**src/rtl/nss_pkg.sv**
```systemverilog
// ----------------------------------------------------------------------------
// Naive substring search package
// Shared constants, codes, state type and status structure of the search unit.
// ----------------------------------------------------------------------------
package nss_pkg;

   localparam int TEXT_DEPTH_DEFAULT    = 256;
   localparam int PATTERN_DEPTH_DEFAULT = 256;

   localparam int CHAR_W = 8;
   localparam int KIND_W = 2;
   localparam int POS_W  = 8;

   typedef enum logic [KIND_W-1:0] {
      KIND_TEXT    = 2'd0,
      KIND_PATTERN = 2'd1,
      KIND_SEARCH  = 2'd2,
      KIND_UNUSED  = 2'd3
   } kind_type;

   typedef enum logic [1:0] {
      ST_IDLE,
      ST_READ,
      ST_CMP,
      ST_FINISH
   } state_type;

   typedef struct packed {
      logic             busy;
      logic             done;
      logic             found;
      logic [POS_W-1:0] position;
   } srch_status_type;

endpackage

```
**src/rtl/nss_ram.sv**
```systemverilog
// ----------------------------------------------------------------------------
// Generic single-write, single-read RAM
// One write port and one read port with registered read data.
// ----------------------------------------------------------------------------
module nss_ram #(
   parameter int WIDTH = 8,
   parameter int DEPTH = 256
) (
   input  logic                     clock,
   input  logic                     wr_en,
   input  logic [$clog2(DEPTH)-1:0] wr_addr,
   input  logic [WIDTH-1:0]         wr_data,
   input  logic [$clog2(DEPTH)-1:0] rd_addr,
   output logic [WIDTH-1:0]         rd_data
);

   logic [WIDTH-1:0] mem_ff [DEPTH];
   logic [WIDTH-1:0] rd_data_ff;

   always_ff @(posedge clock) begin
      if (wr_en) begin
         mem_ff[wr_addr] <= wr_data;
      end
      rd_data_ff <= mem_ff[rd_addr];
   end

   assign rd_data = rd_data_ff;

endmodule

```
**src/rtl/nss_search_ctrl.sv**
```systemverilog
// ----------------------------------------------------------------------------
// Search sequencer
// Walks the start positions and pattern offsets, reading both stores and
// comparing one character pair per step with a single comparator.
// ----------------------------------------------------------------------------
module nss_search_ctrl #(
   parameter int TEXT_DEPTH    = nss_pkg::TEXT_DEPTH_DEFAULT,
   parameter int PATTERN_DEPTH = nss_pkg::PATTERN_DEPTH_DEFAULT
) (
   input  logic                                  clock,
   input  logic                                  reset,
   input  logic                                  start,
   input  logic                                  out_free,
   input  logic [$clog2(TEXT_DEPTH+1)-1:0]       text_len,
   input  logic [$clog2(PATTERN_DEPTH+1)-1:0]    pattern_len,
   output logic [$clog2(TEXT_DEPTH)-1:0]         text_rd_addr,
   output logic [$clog2(PATTERN_DEPTH)-1:0]      pattern_rd_addr,
   input  logic [nss_pkg::CHAR_W-1:0]            text_rd_data,
   input  logic [nss_pkg::CHAR_W-1:0]            pattern_rd_data,
   output nss_pkg::srch_status_type              status
);

   localparam int TAW  = $clog2(TEXT_DEPTH);
   localparam int PAW  = $clog2(PATTERN_DEPTH);
   localparam int TLW  = $clog2(TEXT_DEPTH + 1);
   localparam int PLW  = $clog2(PATTERN_DEPTH + 1);
   localparam int LW   = ((TLW > PLW) ? TLW : PLW) + 1;
   localparam int EXTW = (TAW > nss_pkg::POS_W) ? TAW : nss_pkg::POS_W;

   nss_pkg::state_type state_ff, state_in;
   logic [TAW-1:0]     s_ff, s_in;
   logic [PAW-1:0]     k_ff, k_in;
   logic               found_ff, found_in;

   logic [LW-1:0]   tlen_x;
   logic [LW-1:0]   plen_x;
   logic            chars_equal;
   logic            last_offset;
   logic            last_start;
   logic            no_search;
   logic [EXTW-1:0] s_ext;

   assign tlen_x      = LW'(text_len);
   assign plen_x      = LW'(pattern_len);
   assign chars_equal = (text_rd_data == pattern_rd_data);
   assign last_offset = ((LW'(k_ff) + LW'(1)) == plen_x);
   assign last_start  = ((LW'(s_ff) + plen_x) == tlen_x);
   assign no_search   = (plen_x == '0) || (tlen_x == '0) || (plen_x > tlen_x);

   assign text_rd_addr    = TAW'(LW'(s_ff) + LW'(k_ff));
   assign pattern_rd_addr = k_ff;

   always_ff @(posedge clock) begin
      if (reset) begin
         state_ff <= nss_pkg::ST_IDLE;
      end else begin
         state_ff <= state_in;
      end
   end

   always_ff @(posedge clock) begin
      s_ff     <= s_in;
      k_ff     <= k_in;
      found_ff <= found_in;
   end

   always_comb begin
      state_in = state_ff;
      s_in     = s_ff;
      k_in     = k_ff;
      found_in = found_ff;
      unique case (state_ff)
         nss_pkg::ST_IDLE: begin
            if (start) begin
               s_in     = '0;
               k_in     = '0;
               found_in = 1'b0;
               state_in = no_search ? nss_pkg::ST_FINISH : nss_pkg::ST_READ;
            end
         end
         nss_pkg::ST_READ: begin
            state_in = nss_pkg::ST_CMP;
         end
         nss_pkg::ST_CMP: begin
            if (chars_equal && last_offset) begin
               found_in = 1'b1;
               state_in = nss_pkg::ST_FINISH;
            end else if (chars_equal) begin
               k_in     = k_ff + 1'b1;
               state_in = nss_pkg::ST_READ;
            end else if (last_start) begin
               s_in     = '0;
               state_in = nss_pkg::ST_FINISH;
            end else begin
               s_in     = s_ff + 1'b1;
               k_in     = '0;
               state_in = nss_pkg::ST_READ;
            end
         end
         nss_pkg::ST_FINISH: begin
            if (out_free) begin
               state_in = nss_pkg::ST_IDLE;
            end
         end
         default: begin
            state_in = nss_pkg::ST_IDLE;
         end
      endcase
   end

   assign s_ext           = EXTW'(s_ff);
   assign status.busy     = (state_ff != nss_pkg::ST_IDLE);
   assign status.done     = (state_ff == nss_pkg::ST_FINISH) && out_free;
   assign status.found    = found_ff;
   assign status.position = s_ext[nss_pkg::POS_W-1:0];

`ifndef NO_ASSERTIONS
   a_start_when_idle : assert property (@(posedge clock) disable iff (reset)
      start |-> (state_ff == nss_pkg::ST_IDLE))
      else $error("search started while the sequencer was busy");

   a_offset_in_pattern : assert property (@(posedge clock) disable iff (reset)
      (state_ff == nss_pkg::ST_CMP) |-> (LW'(k_ff) < plen_x))
      else $error("pattern offset beyond pattern length");

   a_start_in_text : assert property (@(posedge clock) disable iff (reset)
      (state_ff == nss_pkg::ST_CMP) |-> ((LW'(s_ff) + plen_x) <= tlen_x))
      else $error("start position leaves the text");

   a_done_returns_idle : assert property (@(posedge clock) disable iff (reset)
      status.done |=> (state_ff == nss_pkg::ST_IDLE))
      else $error("sequencer did not return to idle after a result");

   a_miss_at_zero : assert property (@(posedge clock) disable iff (reset)
      (status.done && !status.found) |-> (s_ff == '0))
      else $error("miss reported with a nonzero position");
`endif

endmodule

```
**src/rtl/naive_substring_search_unit.sv**
```systemverilog
// ----------------------------------------------------------------------------
// Naive substring search unit
// Loads a text and a pattern one character at a time and reports the lowest
// start position at which the pattern occurs in the text.
// ----------------------------------------------------------------------------
// A text or pattern character transaction is taken while no search is busy,
// and a zero character or a character beyond the store depth is dropped. A
// search transaction holds the input off until its result is registered: each
// character pair compared passes through a read state and a compare state,
// because the stores have one registered read port each and a single
// comparator checks one pair per step, and the search ends in a finish state
// that waits until the output is free. After every search both lengths return
// to zero. Store contents are undefined after reset and only entries that
// have been written are ever compared, so no clearing pass is needed.
module naive_substring_search_unit #(
   parameter int TEXT_DEPTH    = nss_pkg::TEXT_DEPTH_DEFAULT,
   parameter int PATTERN_DEPTH = nss_pkg::PATTERN_DEPTH_DEFAULT
) (
   input  logic                         clock,
   input  logic                         reset,
   input  logic                         req_tvalid,
   output logic                         req_tready,
   input  logic [nss_pkg::CHAR_W-1:0]   req_tdata,   // character
   input  logic [nss_pkg::KIND_W-1:0]   req_tuser,   // kind
   output logic                         rsp_tvalid,
   input  logic                         rsp_tready,
   output logic [nss_pkg::POS_W-1:0]    rsp_tdata,   // position
   output logic                         rsp_tuser    // found
);

   localparam int TAW = $clog2(TEXT_DEPTH);
   localparam int PAW = $clog2(PATTERN_DEPTH);
   localparam int TLW = $clog2(TEXT_DEPTH + 1);
   localparam int PLW = $clog2(PATTERN_DEPTH + 1);

   logic [TLW-1:0] tlen_ff, tlen_in;
   logic [PLW-1:0] plen_ff, plen_in;
   logic           rsp_valid_ff, rsp_valid_in;
   logic           rsp_found_ff, rsp_found_in;
   logic [nss_pkg::POS_W-1:0] rsp_pos_ff, rsp_pos_in;

   logic                      accept;
   logic                      char_nonzero;
   logic                      text_wr;
   logic                      pattern_wr;
   logic                      search_start;
   logic                      out_free;
   logic [TAW-1:0]            text_rd_addr;
   logic [PAW-1:0]            pattern_rd_addr;
   logic [nss_pkg::CHAR_W-1:0] text_rd_data;
   logic [nss_pkg::CHAR_W-1:0] pattern_rd_data;
   nss_pkg::srch_status_type  status;

   assign req_tready   = !status.busy;
   assign accept       = req_tvalid && req_tready;
   assign char_nonzero = (req_tdata != '0);
   assign text_wr      = accept && (req_tuser == nss_pkg::KIND_TEXT) && char_nonzero &&
                         (tlen_ff < TLW'(TEXT_DEPTH));
   assign pattern_wr   = accept && (req_tuser == nss_pkg::KIND_PATTERN) && char_nonzero &&
                         (plen_ff < PLW'(PATTERN_DEPTH));
   assign search_start = accept && (req_tuser == nss_pkg::KIND_SEARCH);
   assign out_free     = !rsp_valid_ff || rsp_tready;

   nss_ram #(
      .WIDTH (nss_pkg::CHAR_W),
      .DEPTH (TEXT_DEPTH)
   ) u_text_ram (
      .clock   (clock),
      .wr_en   (text_wr),
      .wr_addr (tlen_ff[TAW-1:0]),
      .wr_data (req_tdata),
      .rd_addr (text_rd_addr),
      .rd_data (text_rd_data)
   );

   nss_ram #(
      .WIDTH (nss_pkg::CHAR_W),
      .DEPTH (PATTERN_DEPTH)
   ) u_pattern_ram (
      .clock   (clock),
      .wr_en   (pattern_wr),
      .wr_addr (plen_ff[PAW-1:0]),
      .wr_data (req_tdata),
      .rd_addr (pattern_rd_addr),
      .rd_data (pattern_rd_data)
   );

   nss_search_ctrl #(
      .TEXT_DEPTH    (TEXT_DEPTH),
      .PATTERN_DEPTH (PATTERN_DEPTH)
   ) u_search_ctrl (
      .clock           (clock),
      .reset           (reset),
      .start           (search_start),
      .out_free        (out_free),
      .text_len        (tlen_ff),
      .pattern_len     (plen_ff),
      .text_rd_addr    (text_rd_addr),
      .pattern_rd_addr (pattern_rd_addr),
      .text_rd_data    (text_rd_data),
      .pattern_rd_data (pattern_rd_data),
      .status          (status)
   );

   always_comb begin
      tlen_in      = tlen_ff;
      plen_in      = plen_ff;
      rsp_valid_in = rsp_valid_ff;
      rsp_found_in = rsp_found_ff;
      rsp_pos_in   = rsp_pos_ff;
      if (text_wr) begin
         tlen_in = tlen_ff + 1'b1;
      end
      if (pattern_wr) begin
         plen_in = plen_ff + 1'b1;
      end
      if (status.done) begin
         tlen_in      = '0;
         plen_in      = '0;
         rsp_valid_in = 1'b1;
         rsp_found_in = status.found;
         rsp_pos_in   = status.position;
      end else if (rsp_tready) begin
         rsp_valid_in = 1'b0;
      end
   end

   always_ff @(posedge clock) begin
      if (reset) begin
         tlen_ff      <= '0;
         plen_ff      <= '0;
         rsp_valid_ff <= 1'b0;
      end else begin
         tlen_ff      <= tlen_in;
         plen_ff      <= plen_in;
         rsp_valid_ff <= rsp_valid_in;
      end
   end

   always_ff @(posedge clock) begin
      rsp_found_ff <= rsp_found_in;
      rsp_pos_ff   <= rsp_pos_in;
   end

   assign rsp_tvalid = rsp_valid_ff;
   assign rsp_tdata  = rsp_pos_ff;
   assign rsp_tuser  = rsp_found_ff;

endmodule

```
**config.mk**
```make
export PLATFORM = sky130hd
export DESIGN_NAME = naive_substring_search_unit
export DESIGN_NICKNAME = d
export VERILOG_FILES = /design/src/rtl/nss_pkg.sv /design/src/rtl/nss_ram.sv /design/src/rtl/nss_search_ctrl.sv /design/src/rtl/naive_substring_search_unit.sv
export SDC_FILE = /design/constraint.sdc
export NUM_CORES = 2
export LEC_CHECK = 0
export ABC_CLOCK_PERIOD_IN_PS = 3950
export BUFFER_PORTS_ARGS = -buffer_cell sky130_fd_sc_hd__buf_2
export CAP_MARGIN = 20
export CORE_ASPECT_RATIO = 0.75
export CORE_MARGIN = 10
export CORE_UTILIZATION = 56
export DETAILED_ROUTE_END_ITERATION = 8
export HOLD_SLACK_MARGIN = 0.1
export PLACE_DENSITY = 0.71
export SLEW_MARGIN = 5
export SYNTH_ARGS = -nofsm -noshare
export SYNTH_HDL_FRONTEND = slang
export SYNTH_SLANG_ARGS = --single-unit
```
**constraint.sdc**
```tcl
create_clock -name clock -period 3.95 [get_ports clock]
set_input_delay 0.9875 -clock clock [delete_from_list [all_inputs] [get_ports clock]]
set_output_delay 0.9875 -clock clock [all_outputs]
set_load 0.02 [all_outputs]
```
==> results.md <==
- Worst hold path type: input port to flop
- Placed cells: 10,900
- Lkg Pwr: 0.0562 uW
- Max-slew violations: 0
- Combinational Power Share: 0.123
- CP endpoint kind: flop
- Sequential Power Share: 0.504
- Skew final: around 0.065 ns
- IO Port Bufs: 24
- Min Clock Period, post-route: about 3.9 ns
- First-pass GRT wire length: between 500 and 600 mm
- Hold Vio Cnt, Final: 0
- Worst-path fanout max: 8
- Chip width: 640 um
- Seq cells post-synth: 4,159
- Switching pwr: about 23,000 uW
- # hold bufs at CTS: 0
- CP startpoint: u_search_ctrl.pattern_rd_addr[0]
- PD cells: 532 nW/um^2
- RSZ-0062 raised after global routing: true
- Initial antenna violation count: 13
- CTS buffer count: 382
- Filler cell count: 18,300
- Antenna Violating Nets Remaining: 0
- Worst flop-to-flop path endpoint: u_text_ram.rd_data[6]
- Reg2reg path depth: 12
- Clock root cell: clkbuf_16
- CTS tree: built
- Worst-Margin Slew: 1.50 ns
- Part of the Yosys area used for sequential elements: 0.771
- DRC viols: 0
- Htree depth: 5
- Pint: 74,100 uW
- Largest net degree at the start of global routing: between 200 and 250
- Routed vias/inst: ~6.7
- FF/Latch Area: 125,000 um^2
- Ys Warns: 0
- Initial Util: 0.564
- Io pins: 25
- Reg clk slew, reported paths: 0.07 ns
- Initial drt markers: 11,500
- Vias in the first global route: 77,100
- Pre-antenna DRT Iters: 7
- Synthesized Nets: 7,151
- Synth cell types: 55
- Synth Cell Area: between 150,000 and 200,000 um^2
- Hold Slack: 0.282 ns
- Max Freq: 0.255 GHz
- Most used DFF post-synth: edfxtp_1
- RePlAce Congestion: 0.879
- Setup CP Type: flop to flop
- Fraction of layout cells with a size suffix above 1: 0.295
- MaxCap Viol Count: 0
- Hpwl dp: between 200 and 250 mm
- Max transition margin: 0.00129
- Area growth, synth to finish: 12.7%
- Full die area: 311,000 um^2
- Count of flip-flops with a built-in enable after synthesis: 4,122
- CP Data Required Time: 4.73 ns
- Hold Crit Depth: 2
- Row cnt: 170
- Final Power: 96,800 uW
- Reg2Reg Setup Slack: 0.03 ns
- Fin cells: 11,600
- Hold_sp: reset
- Hold endpoint: u_search_ctrl.state_ff[0]
- CTS Sinks: 4,159
- Startpoint types: flop
- CTS Buffer Depth: 4
- WL per Instance: 33.6 um
- # setup viols final: 0
- Mapped Avg Cell Area: 22.8 um^2
- Core ar.: 287,000 um^2
- Clk_lat worst skew: about 0.92 ns
- Critical path arrival: 4.70 ns
- Area of the multi-input gates: 35,700 um^2
- Switching fraction of total power: 0.235
- Die Height: between 400 and 500 um
- Final critical-path share of the clock period: 0.993
- Global route overflow: 0
- Worst R2R Start: u_search_ctrl.pattern_rd_addr[0]
- WL final: 389 mm
- GRT Util Overall: 0.247
- Max rail drop VDD: 0.385 mV
- Clock power frac: 0.373
- Asr flop ratio synth: 0
- Synthesized instance count: about 7,000
- Vias after detailed routing: 77,700
- Status: finished, final reports clean
- Layout Nets: between 7,000 and 8,000
-- cell usage in the layout, fill, tap and decap left out, types with 10 or more instances in the layout --
| cell type | n |
|---|---|
| and3_1 | 27 |
| inv_6 | 11 |
| edfxtp_1 | 4122 |
| a31oi_1 | 11 |
| nand2_2 | 25 |
| nor3_1 | 11 |
| buf_12 | 121 |
| clkbuf_1 | 79 |
| xor2_1 | 26 |
| mux4_2 | 1268 |
| nor2_1 | 570 |
| inv_1 | 15 |
| a22oi_1 | 15 |
| bufinv_16 | 33 |
| nand2_1 | 154 |
| buf_4 | 238 |
| buf_8 | 11 |
| and2_1 | 10 |
| mux2_2 | 25 |
| o22ai_1 | 14 |
| ha_1 | 33 |
| clkinvlp_4 | 11 |
| buf_2 | 16 |
| dfxtp_1 | 37 |
| buf_6 | 11 |
| clkinv_2 | 58 |
| a21oi_1 | 23 |
| clkinv_1 | 91 |
| mux2i_1 | 39 |
| clkbuf_16 | 397 |
| nand3_1 | 57 |
| xnor2_1 | 32 |
-- worst max-delay path by stage --
stage	endpoint	slack [ns]	depth (start not counted)
2_1_floorplan	u_search_ctrl.pattern_rd_addr[0]	0.37	10
3_3_place_gp	u_text_ram.rd_data[2]	-0.34	13
3_5_place_dp	u_text_ram.rd_data[2]	-0.40	13
4_1_cts	u_text_ram.rd_data[2]	-0.005	11
5_1_grt	u_text_ram.rd_data[6]	-0.09	12
6_report	u_text_ram.rd_data[6]	0.03	12
-- state kept, by name, summed over array words and instances, names as in the netlist, 8 cells and up --
name	flops
u_pattern_ram.mem_ff	2048
u_text_ram.rd_data	8
u_pattern_ram.rd_data	8
u_search_ctrl.pattern_rd_addr	8
u_text_ram.mem_ff	2048
u_search_ctrl.s_ext	8
rsp_tdata	8
tlen_ff	9
plen_ff	9
-- worst max-delay path, cell delays in order (launching register included) --
cell       delay, ns
edfxtp_1        0.43
ha_4            0.20
fa_4            0.91
buf_12          0.14
buf_12          0.15
buf_4           0.21
mux4_2          0.34
and3_1          0.20
a2111oi_1       0.52
or4_4           0.29
o22ai_1         0.08
a31oi_1         0.17
o221ai_1        0.14
-- cell families (layout without fill, tap and decap cells) --
kind of cell,count (synthesis),in the layout,share of synthesized area
compound gates,166,166,0.00733
xor+xnor,62,62,0.00336
fa+ha+maj,36,36,0.00288
mux,1334,1334,0.181
buf+inv,419,1112,0.0110
other cells,0,7,0
flops,4159,4159,0.771
simple gates,925,925,0.0237
-- through the flow --
| stage | area, um^2 | setup WS [ns] | setup TNS (ns) | utilization |
|---|---|---|---|---|
| after global placement | 169000 | -0.340 | -1.66 | 0.590 |
| after floorplan | 162000 | 0.366 | 0 | - |
| after global routing | 182000 | -0.0881 | -0.154 | 0.635 |
| after CTS | 181000 | -0.00516 | -0.00516 | 0.633 |
| after detailed placement | 169000 | -0.403 | -2.52 | 0.590 |
| final | 182000 | 0.0274 | 0 | 0.635 |
-- layout make-up --
cell class	instances	share of cell area
sequential	4159	0.684
multi-input combinational	2523	0.196
clock buffer	470	0.0553
timing repair buffer	414	0.0275
tap	3784	0.0260
clock inverter	213	0.0106
inverter	15	0.000309
antenna	7	0.0000962
-- cells in the mapped netlist, types with 3 or more instances --
master	number	area share
xor2_1	27	0.0015
nor4_1	10	0.00039
a21oi_1	29	0.00090
mux2_2	25	0.0017
or4_1	5	0.00023
nand4_1	8	0.00031
o2bb2ai_1	8	0.00043
a22oi_1	16	0.00074
nor3_1	11	0.00034
o22ai_1	18	0.00070
o21ai_0	12	0.00037
nor3b_1	3	0.00014
buf_1	46	0.0011
nand3_1	71	0.0022
clkbuf_1	227	0.0053
a221oi_1	8	0.00043
o21a_1	6	0.00028
inv_1	15	0.00035
or2_2	4	0.00015
o221ai_1	8	0.00043
buf_2	115	0.0036
and2_1	11	0.00043
and3_1	27	0.0010
a211oi_1	9	0.00042
dfxtp_1	37	0.0046
a2111oi_0	16	0.00087
ha_1	34	0.0026
a21o_1	8	0.00037
xnor2_1	35	0.0019
a31oi_1	12	0.00046
mux4_2	1268	0.18
nor2_1	570	0.013
mux2i_1	41	0.0025
nor2b_1	9	0.00035
buf_4	14	0.00065
edfxtp_1	4122	0.77
nand2b_1	6	0.00023
nand2_1	180	0.0042
-- layer usage --
metal / part of all wire / global-route usage / routed length, um
met5: 0.000069 / 0 / 27
met4: 0.032 / 0.0700 / 12400
met3: 0.12 / 0.0657 / 47100
met2: 0.45 / 0.356 / 176000
met1: 0.39 / 0.379 / 154000
-- repair_timing --
action | in CTS | in global routing
gates cloned | 1 | 7
endpoints found under the setup margin | 17 | 23
setup buffers | 4 | 6
endpoints found under the hold margin | 0 | 0
resized for setup | 25 | 64
pin swaps | 1 | 7
-- power by group through the flow --
stage / sequential [uW] / clock, uW / combinational (uW)
floorplan: 49600 / 0 / 6690
global placement: 49700 / 0 / 11200
detailed placement: 49700 / 0 / 11300
CTS: 48700 / 36400 / 11500
global route: 48700 / 38200 / 12500
finish: 48700 / 36100 / 11900
Note: power is estimated with default switching activity, not from simulation.
